==> src/rtl/abb_pkg.sv <==
// Shared types and constants for the alpha blend blitter.
// Holds the word formats of both channels, the queue entry and register indexes.
// No dependencies.
`timescale 1ns / 1ps
`default_nettype none

package abb_pkg;

  localparam int unsigned QUEUE_DEPTH = 2;

  localparam logic [2:0] REG_DEST_X        = 3'd0;
  localparam logic [2:0] REG_DEST_Y        = 3'd1;
  localparam logic [2:0] REG_IMAGE_WIDTH   = 3'd2;
  localparam logic [2:0] REG_IMAGE_HEIGHT  = 3'd3;
  localparam logic [2:0] REG_SCREEN_WIDTH  = 3'd4;
  localparam logic [2:0] REG_SCREEN_HEIGHT = 3'd5;

  localparam logic [8:0] SCREEN_WIDTH_RST  = 9'd400;
  localparam logic [7:0] SCREEN_HEIGHT_RST = 8'd240;

  typedef struct packed {
    logic [7:0] src_red;
    logic [7:0] src_green;
    logic [7:0] src_blue;
    logic [7:0] src_alpha;
    logic [7:0] bg_red;
    logic [7:0] bg_green;
    logic [7:0] bg_blue;
  } pixel_t;

  typedef struct packed {
    logic        write_enable;
    logic [18:0] byte_address;
    logic [7:0]  out_red;
    logic [7:0]  out_green;
    logic [7:0]  out_blue;
    logic        last_pixel;
  } result_t;

  // Classified pixel: position is only meaningful when visible is set.
  typedef struct packed {
    logic       visible;
    logic       last;
    logic [8:0] xpos;
    logic [7:0] ypos;
    pixel_t     pix;
  } job_t;

endpackage

`default_nettype wire

==> src/rtl/abb_front.sv <==
// Front end: configuration registers, image counters, placement and clipping.
// Depends on abb_pkg.
`timescale 1ns / 1ps
`default_nettype none

module abb_front import abb_pkg::*; #(
  parameter int unsigned FB_STRIDE     = 240,
  parameter int unsigned MAX_IMAGE_DIM = 1024
) (
  input  wire logic        clk,
  input  wire logic        rst,
  input  wire logic        cfg_valid,
  input  wire logic [2:0]  cfg_index,
  input  wire logic [10:0] cfg_data,
  input  wire logic        take,
  input  wire pixel_t      pix,
  output job_t             job
);

  localparam int CW = $clog2(MAX_IMAGE_DIM);
  localparam int DW = (CW + 2 > 13) ? CW + 2 : 13;

  logic [10:0] dest_x;
  logic [10:0] dest_y;
  logic [10:0] image_width;
  logic [10:0] image_height;
  logic [8:0]  screen_width;
  logic [7:0]  screen_height;
  logic [CW-1:0] column_count, column_count_next;
  logic [CW-1:0] row_count, row_count_next;

  logic [DW-1:0] w, h, col_inc, row_inc;
  logic signed [DW-1:0] xpos, ypos;
  logic empty, visible, last_row, last_col;

  always_ff @(posedge clk) begin
    if (rst) begin
      dest_x        <= '0;
      dest_y        <= '0;
      image_width   <= '0;
      image_height  <= '0;
      screen_width  <= SCREEN_WIDTH_RST;
      screen_height <= SCREEN_HEIGHT_RST;
    end else if (cfg_valid) begin
      case (cfg_index)
        REG_DEST_X:        dest_x        <= cfg_data;
        REG_DEST_Y:        dest_y        <= cfg_data;
        REG_IMAGE_WIDTH:   image_width   <= cfg_data;
        REG_IMAGE_HEIGHT:  image_height  <= cfg_data;
        REG_SCREEN_WIDTH:  screen_width  <= cfg_data[8:0];
        REG_SCREEN_HEIGHT: screen_height <= cfg_data[7:0];
        default: ;
      endcase
    end
  end

  always_comb begin
    w = (DW'(image_width) > DW'(MAX_IMAGE_DIM)) ? DW'(MAX_IMAGE_DIM) : DW'(image_width);
    h = (DW'(image_height) > DW'(MAX_IMAGE_DIM)) ? DW'(MAX_IMAGE_DIM) : DW'(image_height);
    empty = (w == '0) || (h == '0);
    xpos = signed'(DW'(column_count)) + signed'({{(DW-11){dest_x[10]}}, dest_x});
    ypos = signed'(DW'(row_count)) + signed'({{(DW-11){dest_y[10]}}, dest_y});
    visible = !empty && (xpos >= 0) && (ypos >= 0) &&
              (xpos < signed'(DW'(screen_width))) &&
              (ypos < signed'(DW'(screen_height))) &&
              (ypos < signed'(DW'(FB_STRIDE)));
    col_inc = DW'(column_count) + DW'(1);
    row_inc = DW'(row_count) + DW'(1);
    last_row = row_inc >= h;
    last_col = col_inc >= w;

    if (empty) begin
      column_count_next = '0;
      row_count_next    = '0;
    end else if (last_row) begin
      row_count_next    = '0;
      column_count_next = last_col ? '0 : col_inc[CW-1:0];
    end else begin
      row_count_next    = row_inc[CW-1:0];
      column_count_next = column_count;
    end

    job.visible = visible;
    job.last    = empty || (last_row && last_col);
    job.xpos    = xpos[8:0];
    job.ypos    = ypos[7:0];
    job.pix     = pix;
  end

  always_ff @(posedge clk) begin
    if (rst) begin
      column_count <= '0;
      row_count    <= '0;
    end else if (take) begin
      column_count <= column_count_next;
      row_count    <= row_count_next;
    end
  end

endmodule

`default_nettype wire

==> src/rtl/abb_queue.sv <==
// Short first-in first-out queue between front and back end.
// No dependencies.
`timescale 1ns / 1ps
`default_nettype none

module abb_queue #(
  parameter int unsigned WIDTH = 8,
  parameter int unsigned DEPTH = 2
) (
  input  wire logic             clk,
  input  wire logic             rst,
  input  wire logic             push,
  input  wire logic [WIDTH-1:0] push_data,
  output logic                  full,
  input  wire logic             pop,
  output logic                  empty,
  output logic [WIDTH-1:0]      head
);

  localparam int AW = (DEPTH > 1) ? $clog2(DEPTH) : 1;

  logic [WIDTH-1:0] slots [DEPTH];
  logic [AW-1:0] wr_ptr, rd_ptr;
  logic [AW:0]   count;

  assign full  = (count == (AW+1)'(DEPTH));
  assign empty = (count == '0);
  assign head  = slots[rd_ptr];

  always_ff @(posedge clk) begin
    if (push && !full) begin
      slots[wr_ptr] <= push_data;
    end
  end

  always_ff @(posedge clk) begin
    if (rst) begin
      wr_ptr <= '0;
      rd_ptr <= '0;
      count  <= '0;
    end else begin
      if (push && !full) begin
        wr_ptr <= (wr_ptr == AW'(DEPTH - 1)) ? '0 : wr_ptr + AW'(1);
      end
      if (pop && !empty) begin
        rd_ptr <= (rd_ptr == AW'(DEPTH - 1)) ? '0 : rd_ptr + AW'(1);
      end
      count <= count + (AW+1)'(push && !full) - (AW+1)'(pop && !empty);
    end
  end

endmodule

`default_nettype wire

==> src/rtl/abb_back.sv <==
// Back end: rotated framebuffer address, per-channel alpha blend, output register.
// Depends on abb_pkg.
`timescale 1ns / 1ps
`default_nettype none

module abb_back import abb_pkg::*; #(
  parameter int unsigned FB_STRIDE = 240
) (
  input  wire logic clk,
  input  wire logic rst,
  input  wire logic job_valid,
  input  wire job_t job,
  output logic      job_take,
  output logic      res_valid,
  input  wire logic res_ready,
  output result_t   res
);

  localparam logic [31:0] ADDR_MUL = 32'(3 * FB_STRIDE);
  localparam logic [31:0] ADDR_OFS = 32'(3 * (FB_STRIDE - 1));

  logic [31:0] addr;
  result_t res_next;

  function automatic logic [7:0] blend(input logic [7:0] fg, input logic [7:0] bg,
                                       input logic [7:0] a);
    logic [16:0] sum;
    sum = (17'(a) + 17'd1) * 17'(fg) + (17'd256 - 17'(a)) * 17'(bg);
    return sum[15:8];
  endfunction

  always_comb begin
    addr = 32'(job.xpos) * ADDR_MUL + ADDR_OFS - 32'(job.ypos) * 32'd3;
    res_next = '0;
    res_next.last_pixel = job.last;
    if (job.visible) begin
      res_next.write_enable = 1'b1;
      res_next.byte_address = addr[18:0];
      res_next.out_red   = blend(job.pix.src_red,   job.pix.bg_red,   job.pix.src_alpha);
      res_next.out_green = blend(job.pix.src_green, job.pix.bg_green, job.pix.src_alpha);
      res_next.out_blue  = blend(job.pix.src_blue,  job.pix.bg_blue,  job.pix.src_alpha);
    end
  end

  assign job_take = job_valid && (!res_valid || res_ready);

  always_ff @(posedge clk) begin
    if (rst) begin
      res_valid <= 1'b0;
    end else if (job_take) begin
      res_valid <= 1'b1;
    end else if (res_ready) begin
      res_valid <= 1'b0;
    end
  end

  always_ff @(posedge clk) begin
    if (job_take) begin
      res <= res_next;
    end
  end

endmodule

`default_nettype wire

==> src/rtl/alpha_blend_blit_rotated_unit.sv <==
// Alpha blend blitter onto a 90 degree rotated RGB framebuffer, top level.
// Depends on abb_pkg, abb_front, abb_queue, abb_back.
//
// channel  | handshake            | word
// ---------+----------------------+------------------------------------
// px       | px_valid / px_ready  | px: source RGBA and background RGB
// wr       | wr_valid / wr_ready  | wr: enable, address, blended RGB
// cfg      | cfg_valid / cfg_ready| cfg_index, cfg_data
//
// One word per clock unless wr stalls; px goes through queue and output register.
// Front end classifies and counts on accept; a two-entry queue feeds the back end.
// The back end blends and computes the address into an output register.
// Reset (rst, synchronous) clears counters, queue and registers to defaults.
// A stall on wr fills the queue and then drops px_ready; cfg is always ready.
`timescale 1ns / 1ps
`default_nettype none

module alpha_blend_blit_rotated_unit import abb_pkg::*; #(
  parameter int unsigned FB_STRIDE     = 240,
  parameter int unsigned MAX_IMAGE_DIM = 1024
) (
  input  wire logic        clk,
  input  wire logic        rst,
  input  wire logic        cfg_valid,
  output logic             cfg_ready,
  input  wire logic [2:0]  cfg_index,
  input  wire logic [10:0] cfg_data,
  input  wire logic        px_valid,
  output logic             px_ready,
  input  wire pixel_t      px,
  output logic             wr_valid,
  input  wire logic        wr_ready,
  output result_t          wr
);

  job_t front_job;
  job_t head_job;
  logic q_full, q_empty, q_pop, take;

  assign cfg_ready = 1'b1;
  assign px_ready  = !q_full;
  assign take      = px_valid && px_ready;

  abb_front #(
    .FB_STRIDE     (FB_STRIDE),
    .MAX_IMAGE_DIM (MAX_IMAGE_DIM)
  ) u_front (
    .clk       (clk),
    .rst       (rst),
    .cfg_valid (cfg_valid),
    .cfg_index (cfg_index),
    .cfg_data  (cfg_data),
    .take      (take),
    .pix       (px),
    .job       (front_job)
  );

  abb_queue #(
    .WIDTH ($bits(job_t)),
    .DEPTH (QUEUE_DEPTH)
  ) u_queue (
    .clk       (clk),
    .rst       (rst),
    .push      (take),
    .push_data (front_job),
    .full      (q_full),
    .pop       (q_pop),
    .empty     (q_empty),
    .head      (head_job)
  );

  abb_back #(
    .FB_STRIDE (FB_STRIDE)
  ) u_back (
    .clk       (clk),
    .rst       (rst),
    .job_valid (!q_empty),
    .job       (head_job),
    .job_take  (q_pop),
    .res_valid (wr_valid),
    .res_ready (wr_ready),
    .res       (wr)
  );

endmodule

`default_nettype wire

==> config.mk <==
export PLATFORM = sky130hd
export DESIGN_NAME = alpha_blend_blit_rotated_unit
export DESIGN_NICKNAME = d
export VERILOG_FILES = /design/src/rtl/abb_pkg.sv /design/src/rtl/abb_front.sv /design/src/rtl/abb_queue.sv /design/src/rtl/abb_back.sv /design/src/rtl/alpha_blend_blit_rotated_unit.sv
export SDC_FILE = /design/constraint.sdc
export NUM_CORES = 1
export LEC_CHECK = 0
export BUFFER_PORTS_ARGS = -buffer_cell sky130_fd_sc_hd__buf_2
export CAP_MARGIN = 20
export CORE_ASPECT_RATIO = 1.5
export CORE_MARGIN = 3
export CORE_UTILIZATION = 69
export DETAILED_ROUTE_END_ITERATION = 6
export HOLD_SLACK_MARGIN = 0.08
export PLACE_DENSITY = 0.88
export RECOVER_POWER = 100
export SYNTH_ARGS = -nofsm -noshare
export SYNTH_HDL_FRONTEND = slang
export SYNTH_HIERARCHICAL = 1
export SYNTH_SLANG_ARGS = --single-unit
==> constraint.sdc <==
create_clock -name clk -period 14.7 [get_ports clk]
set_clock_uncertainty 0.15 [all_clocks]
set_input_delay 2.94 -clock clk [delete_from_list [all_inputs] [get_ports clk]]
set_output_delay 2.94 -clock clk [all_outputs]
set_load 0.005 [all_outputs]
; After elaboration in Yosys (flattened, before gate mapping)
; Memory sizes are Yosys's and may differ from the RTL's. A register that Yosys moved wholly into a read port is not among the register bits.
; Index checks and enable logic that the tools add are counted.
[totals]
reg_bits = 131
latchBits = 0
ram_bits = 150
romBits = 0
input_bits = 75
output_inout_bits = 48
memories = 1
[memory_table]
columns = name, words, width, rd, rd_clocked_by_memory_dff, write_ports, line
row1 = u_queue.slots, 2, 75, 1, 1, 1, abb_queue.sv:22  ; logic [WIDTH-1:0] slots [DEPTH];
[classes]
add_sub_neg = 15
multipliers = 8
n_div = 0
magnitude_cmp = 9
eq_ne = 6
shift = 0
n_mux = 16
bitwise = 0
n_reduce_logical = 30
[op_table]
columns = cell, n
row1 = 17-bit by 8-bit multiplier with 16-bit output, 6
row2 = 10-bit two-way mux, 5
row3 = 16-bit adder, 3
row4 = 44-bit two-way mux, 1
row5 = 13-bit greater-or-equal comparator, 2
row6 = 13-bit zero test, 2
row7 = 11-bit by 11-bit adder with 12-bit output, 2
row8 = "12-bit by 1-bit greater-or-equal comparator with 1-bit output, second input constant", 2
row9 = "10-bit by 1-bit adder with 11-bit output, second input constant", 2
row10 = "11-bit > comparator, second input constant", 2
row11 = 11-bit two-way mux, 2
row12 = "19-bit by 10-bit adder with 19-bit output, second input constant", 1
row13 = 19-bit by 10-bit subtractor with 19-bit output, 1
row14 = "9-bit by 6-bit multiplier with 15-bit output, second input constant", 1
row15 = 2-bit AND reduction, 7
row16 = 12-bit by 10-bit < comparator with 1-bit output, 1
row17 = 12-bit by 9-bit < comparator with 1-bit output, 1
row18 = "12-bit by 9-bit < comparator with 1-bit output, second input constant", 1
row19 = 1-bit logical AND, 10
row20 = "8-bit by 2-bit multiplier with 10-bit output, second input constant", 1
row21 = "9-bit by 8-bit subtractor with 10-bit output, first input constant", 1
row22 = "8-bit by 1-bit adder with 9-bit output, second input constant", 1
row23 = 1-bit two-way mux, 8
row24 = "3-bit by 2-bit == test with 1-bit output, second input constant", 2
row25 = 11 further kinds, 19

; Logic depth before layout (Yosys ltp)
[depth]
word_depth = 10
depth_mapped = 29

; Hierarchy
; The synthesis kept the hierarchy.
[by_module_without_submodules]
columns = mod, instances, cells_each, area_per_inst_um2, seq_area_each_um2
row1 = abb_back, 1, 1871, 17138.9, 1371.3
row2 = abb_front, 1, 746, 5858.1, 1621.6
row3 = abb_queue, 1, 260, 5657.9, 4604.4
row4 = alpha_blend_blit_rotated_unit, 1, 5, 25.0, 0.0

; Worst setup path after synthesis
; No wires, ideal clock.
[synth_timing]
path_kind = input to register
from = in wr_ready
to = reg u_queue.count[1]
setup_time_ns = 0.114
t_arrival_ns = 7.590
path_slack_ns = 6.847
cell_stages = 9
cell_sequence = inv_1 > a21boi_0 > o21a_2 > ha_1 > inv_1 > ha_1 > xor2_1 > and2_1 > nor3_1
[synth_via]
elab_chain_cells = 4
[synth_lines]
columns = item, line
row1 = from (decl), alpha_blend_blit_rotated_unit.sv:32  ; input wire logic wr_ready,
row2 = 1-bit logical OR, abb_back.sv:45  ; assign job_take = job_valid && (!res_valid || res_ready);
row3 = 1-bit logical AND, abb_back.sv:45
row4 = named net q_pop, alpha_blend_blit_rotated_unit.sv:38  ; logic q_full, q_empty, q_pop, take;
row5 = 1-bit logical AND, abb_queue.sv:48  ; count <= count + (AW+1)'(push && !full) - (AW+1)'(pop && !empty);
row6 = 2-bit by 1-bit subtractor with 2-bit output, abb_queue.sv:48
row7 = to (signal assigned), abb_queue.sv:48
row8 = to (decl), abb_queue.sv:24  ; logic [AW:0] count;
; The timed path passes the listed nets, and every way through them passes these cells.
; A chain may end at the register's enable or synchronous reset.

==> summary.md <==
| Metric | Value |
|---|---|
| Mapped Area | 0.0287 sq mm |
| Commonest non-fill, non-tap cell in the layout | inv_1 |
| Die height | 256 um |
| Synth Flop Type | edfxtp_1 |
| Syn Nets | about 3,600 |
| Clk root buf | clkbuf_16 |
| Worst-path maximum fanout | 53 |
| Die Area | about 0.044 sq mm |
| CTS HTree Levels | 1 |
| Startpoint types | flop |
| Hold_buf cts | 0 |
| Via Count | 20,600 |
| Total Routed Length | between 60,000 and 70,000 um |
| Relative slew slack | -2.11 |
| Layout cells sized above 1 | 0.0496 |
| EDFF count, synth | slightly below 200 |
| Nets | 3,615 |
| Input/output buffers | 121 |
| CP Cell Sequence | clkbuf_1, mux2_1, nand2_1, fa_1, inv_1, fa_1, fa_1, fa_1, fa_1, inv_1, fa_1, inv_1, ha_1, nand2_1, o21ai_0, a21oi_1, o31ai_1, a21o_1, a211oi_1, a2111oi_0 |
| Worst path top cell family by delay | adder cells |
| RSZ-0062 raised after global routing | false |
| Antenna-violating nets left | 0 |
| DP HPWL | 53,400 um |
| Max-cap violations | 6 |
| Syn avg cell area | 9.95 sq um |
| Drt pass-1 iters | 6 |
| Period utilisation layout | 0.681 |
| Core ar. | ~0.041 sq mm |
| Post-CTS sizing | 0 |
| Most frequent CP cell | fa_1 |
| Fin cells | around 3,500 |
| Buf+Inv Stages, Crit Path | 4 |
| DR DRC count | 0 |
| Worst-Margin Slew | 4.67 ns |
| CTS tree | done |
| Sequential area share after synthesis | 0.265 |
| Via count of the first global-routing pass | around 23,000 |
| Fin crit period | ~10 ns |
| Latest clock arrival within the worst-skew pair | between 0.5 and 0.6 ns |
| Final setup viols | 0 |
| CTS Buf Count | 28 |
| WS Path Type | reg -> reg |
| Reg-to-reg slack, setup | ~4.7 ns |
| Initial antenna violation count | 12 |
| CP endpoint kind | flop |
| Overall routing resource usage | 0.325 |
| Slowest cell on crit path | clkbuf_1 |
| Routed len/inst | between 15 and 20 um |
| Outcome | finished, violations left |
| Area Growth Syn to Fin | 5.42% |
| Die X-Extent | about 170 um |
| CP peak stage delay | ~2.5 ns |
| Worst min-delay path category | reg -> reg |
| Fmax | 0.0999 GHz |
| Fraction of registers with async set or reset after synthesis | 0 |
| Max Root-Sink Buffers | 3 |
| Post-synthesis register bit count | roughly 280 |
| Setup Fix Bufs, Post-CTS | 0 |
| Cells after Synth | slightly below 3,000 |
| Crit path DAT | around 10 ns |
| Most frequent cells in the layout | inv_1 (500), nand2_1 (362), fa_1 (335), ha_1 (301), and2_1 (213) |
| Setup TNS | 0 ns |
| Initial DRC Count | around 1,600 |
| Failing checks | capacitance limit, slew limit |
| Fillers | 2,689 |
| Io pins | around 120 |
| Grt total ovfl | 0 |
| Clk pin slew, worst setup/hold paths | ~0.070 ns |
| Initial core utilization | 0.706 |
| Routability Congestion | 0.954 |
| Largest net degree at the start of global routing | 85 |
| Rows | 90 |
| CTS Sinks | about 280 |
| Final hold vios | 0 |
| Final slew viol count | between 300 and 400 |
| Vias per inst | about 6 |
| Worst Path Required | between 10 and 15 ns |
| Synth unique cells | 83 |
| DP Cell Count | ~3,400 |
| Global-route wire length before repair | ~110,000 um |
| Synth Warn # | 6 |
-- per-stage QoR --
stage	hold WS, ns	setup WS [ns]	instance area (sq um)	util
finish	0.307	4.69	30200	0.744
global route	0.323	4.20	30200	0.744
CTS	0.302	6.14	30400	0.747
detailed placement	0.293	6.17	29400	0.722
global placement	0.289	6.45	29400	0.722
floorplan	0.282	6.85	28700	-
-- cell type report --
cell class              count  area, sq um  area share
multi-input cells        1940        18300       0.607
flip-flops and latches    282         7600       0.251
inverters                 504         1890      0.0626
clock buffers              33          751      0.0248
repair buffers            148          693      0.0229
well taps                 552          691      0.0228
clock inverters            19          256     0.00848
diodes                      6         15.0    0.000497
-- cells by family (layout without fill, tap and decap cells) --
| logic type | after synthesis | in the layout | synth area share |
|---|---|---|---|
| adder cells (fa/ha/maj) | 636 | 636 | 0.365 |
| XOR/XNOR | 104 | 104 | 0.0325 |
| other | 1 | 7 | 0.000131 |
| AND/OR/NAND/NOR | 827 | 827 | 0.143 |
| AO/OA/AOI/OAI | 292 | 292 | 0.0676 |
| flip-flops | 282 | 282 | 0.265 |
| multiplexers | 80 | 80 | 0.0312 |
| buffers and inverters | 660 | 704 | 0.0958 |
-- registers in the layout, summed over array words and instances, names as in the netlist, named ones only --
| register | cells |
|---|---|
| u_front/dest_y | 11 |
| u_front/image_height | 11 |
| u_queue/rd_ptr | 1 |
| u_front/row_count | 10 |
| u_front/column_count | 10 |
| u_front/image_width | 11 |
| u_back/res_valid | 1 |
| u_front/dest_x | 11 |
| u_front/screen_height | 8 |
| u_queue/wr_ptr | 1 |
| u_queue/count | 2 |
| u_front/screen_width | 9 |
| u_queue/slots | 150 |
| u_back/res | 45 |
-- metal layers --
layer  wire length (um)  track usage  share of wire
met5                 98            0         0.0014
met2              36600        0.583           0.53
met3               4620       0.0547          0.066
met1              23300        0.355           0.34
met4               4910        0.189          0.071
-- final timing paths --
path | start | endpoint | cells after the start
max | flop | u_back/res[15] | 20
min reg2reg | u_front/screen_width[0] | u_front/screen_width[0] | 2
min | u_front/screen_width[0] | u_front/screen_width[0] | 2
max reg2reg | flop | u_back/res[15] | 20
-- Yosys cell counts (all sizes together) (5+ instances only) --
master / instances / share of area
o31ai: 10 / 0.0034
nand3: 25 / 0.0044
xor2: 33 / 0.010
ha: 301 / 0.13
edfxtp: 195 / 0.20
a211oi: 16 / 0.0045
fa: 335 / 0.23
nand3b: 6 / 0.0020
nand4b: 6 / 0.0018
o41ai: 6 / 0.0018
nand2b: 13 / 0.0029
clkbuf: 70 / 0.0092
a21oi: 112 / 0.020
nand2: 362 / 0.047
nor2: 82 / 0.011
o21bai: 7 / 0.0018
nand4: 6 / 0.0013
a32oi: 7 / 0.0021
nor2b: 37 / 0.0081
a211o: 10 / 0.0031
inv: 501 / 0.066
buf: 86 / 0.021
mux2: 75 / 0.029
or3: 12 / 0.0026
and2: 224 / 0.049
o21ai: 46 / 0.0082
mux2i: 5 / 0.0017
nor4: 12 / 0.0034
dfxtp: 87 / 0.061
nor3: 20 / 0.0037
a21o: 16 / 0.0042
o211ai: 10 / 0.0026
xnor2: 70 / 0.021
o21a: 14 / 0.0037
and3: 11 / 0.0024
-- tightest hold or removal path, delay by kind of cell (launching register included) --
family | cells | cell delay [ns]
and+or+nand+nor | 1 | 0.05
DFF | 1 | 0.31
AOI/OAI and AO/OA | 1 | 0.05
Power is not shown: default switching activity piles up to over one toggle a cycle in this logic, so the estimate is an artifact.
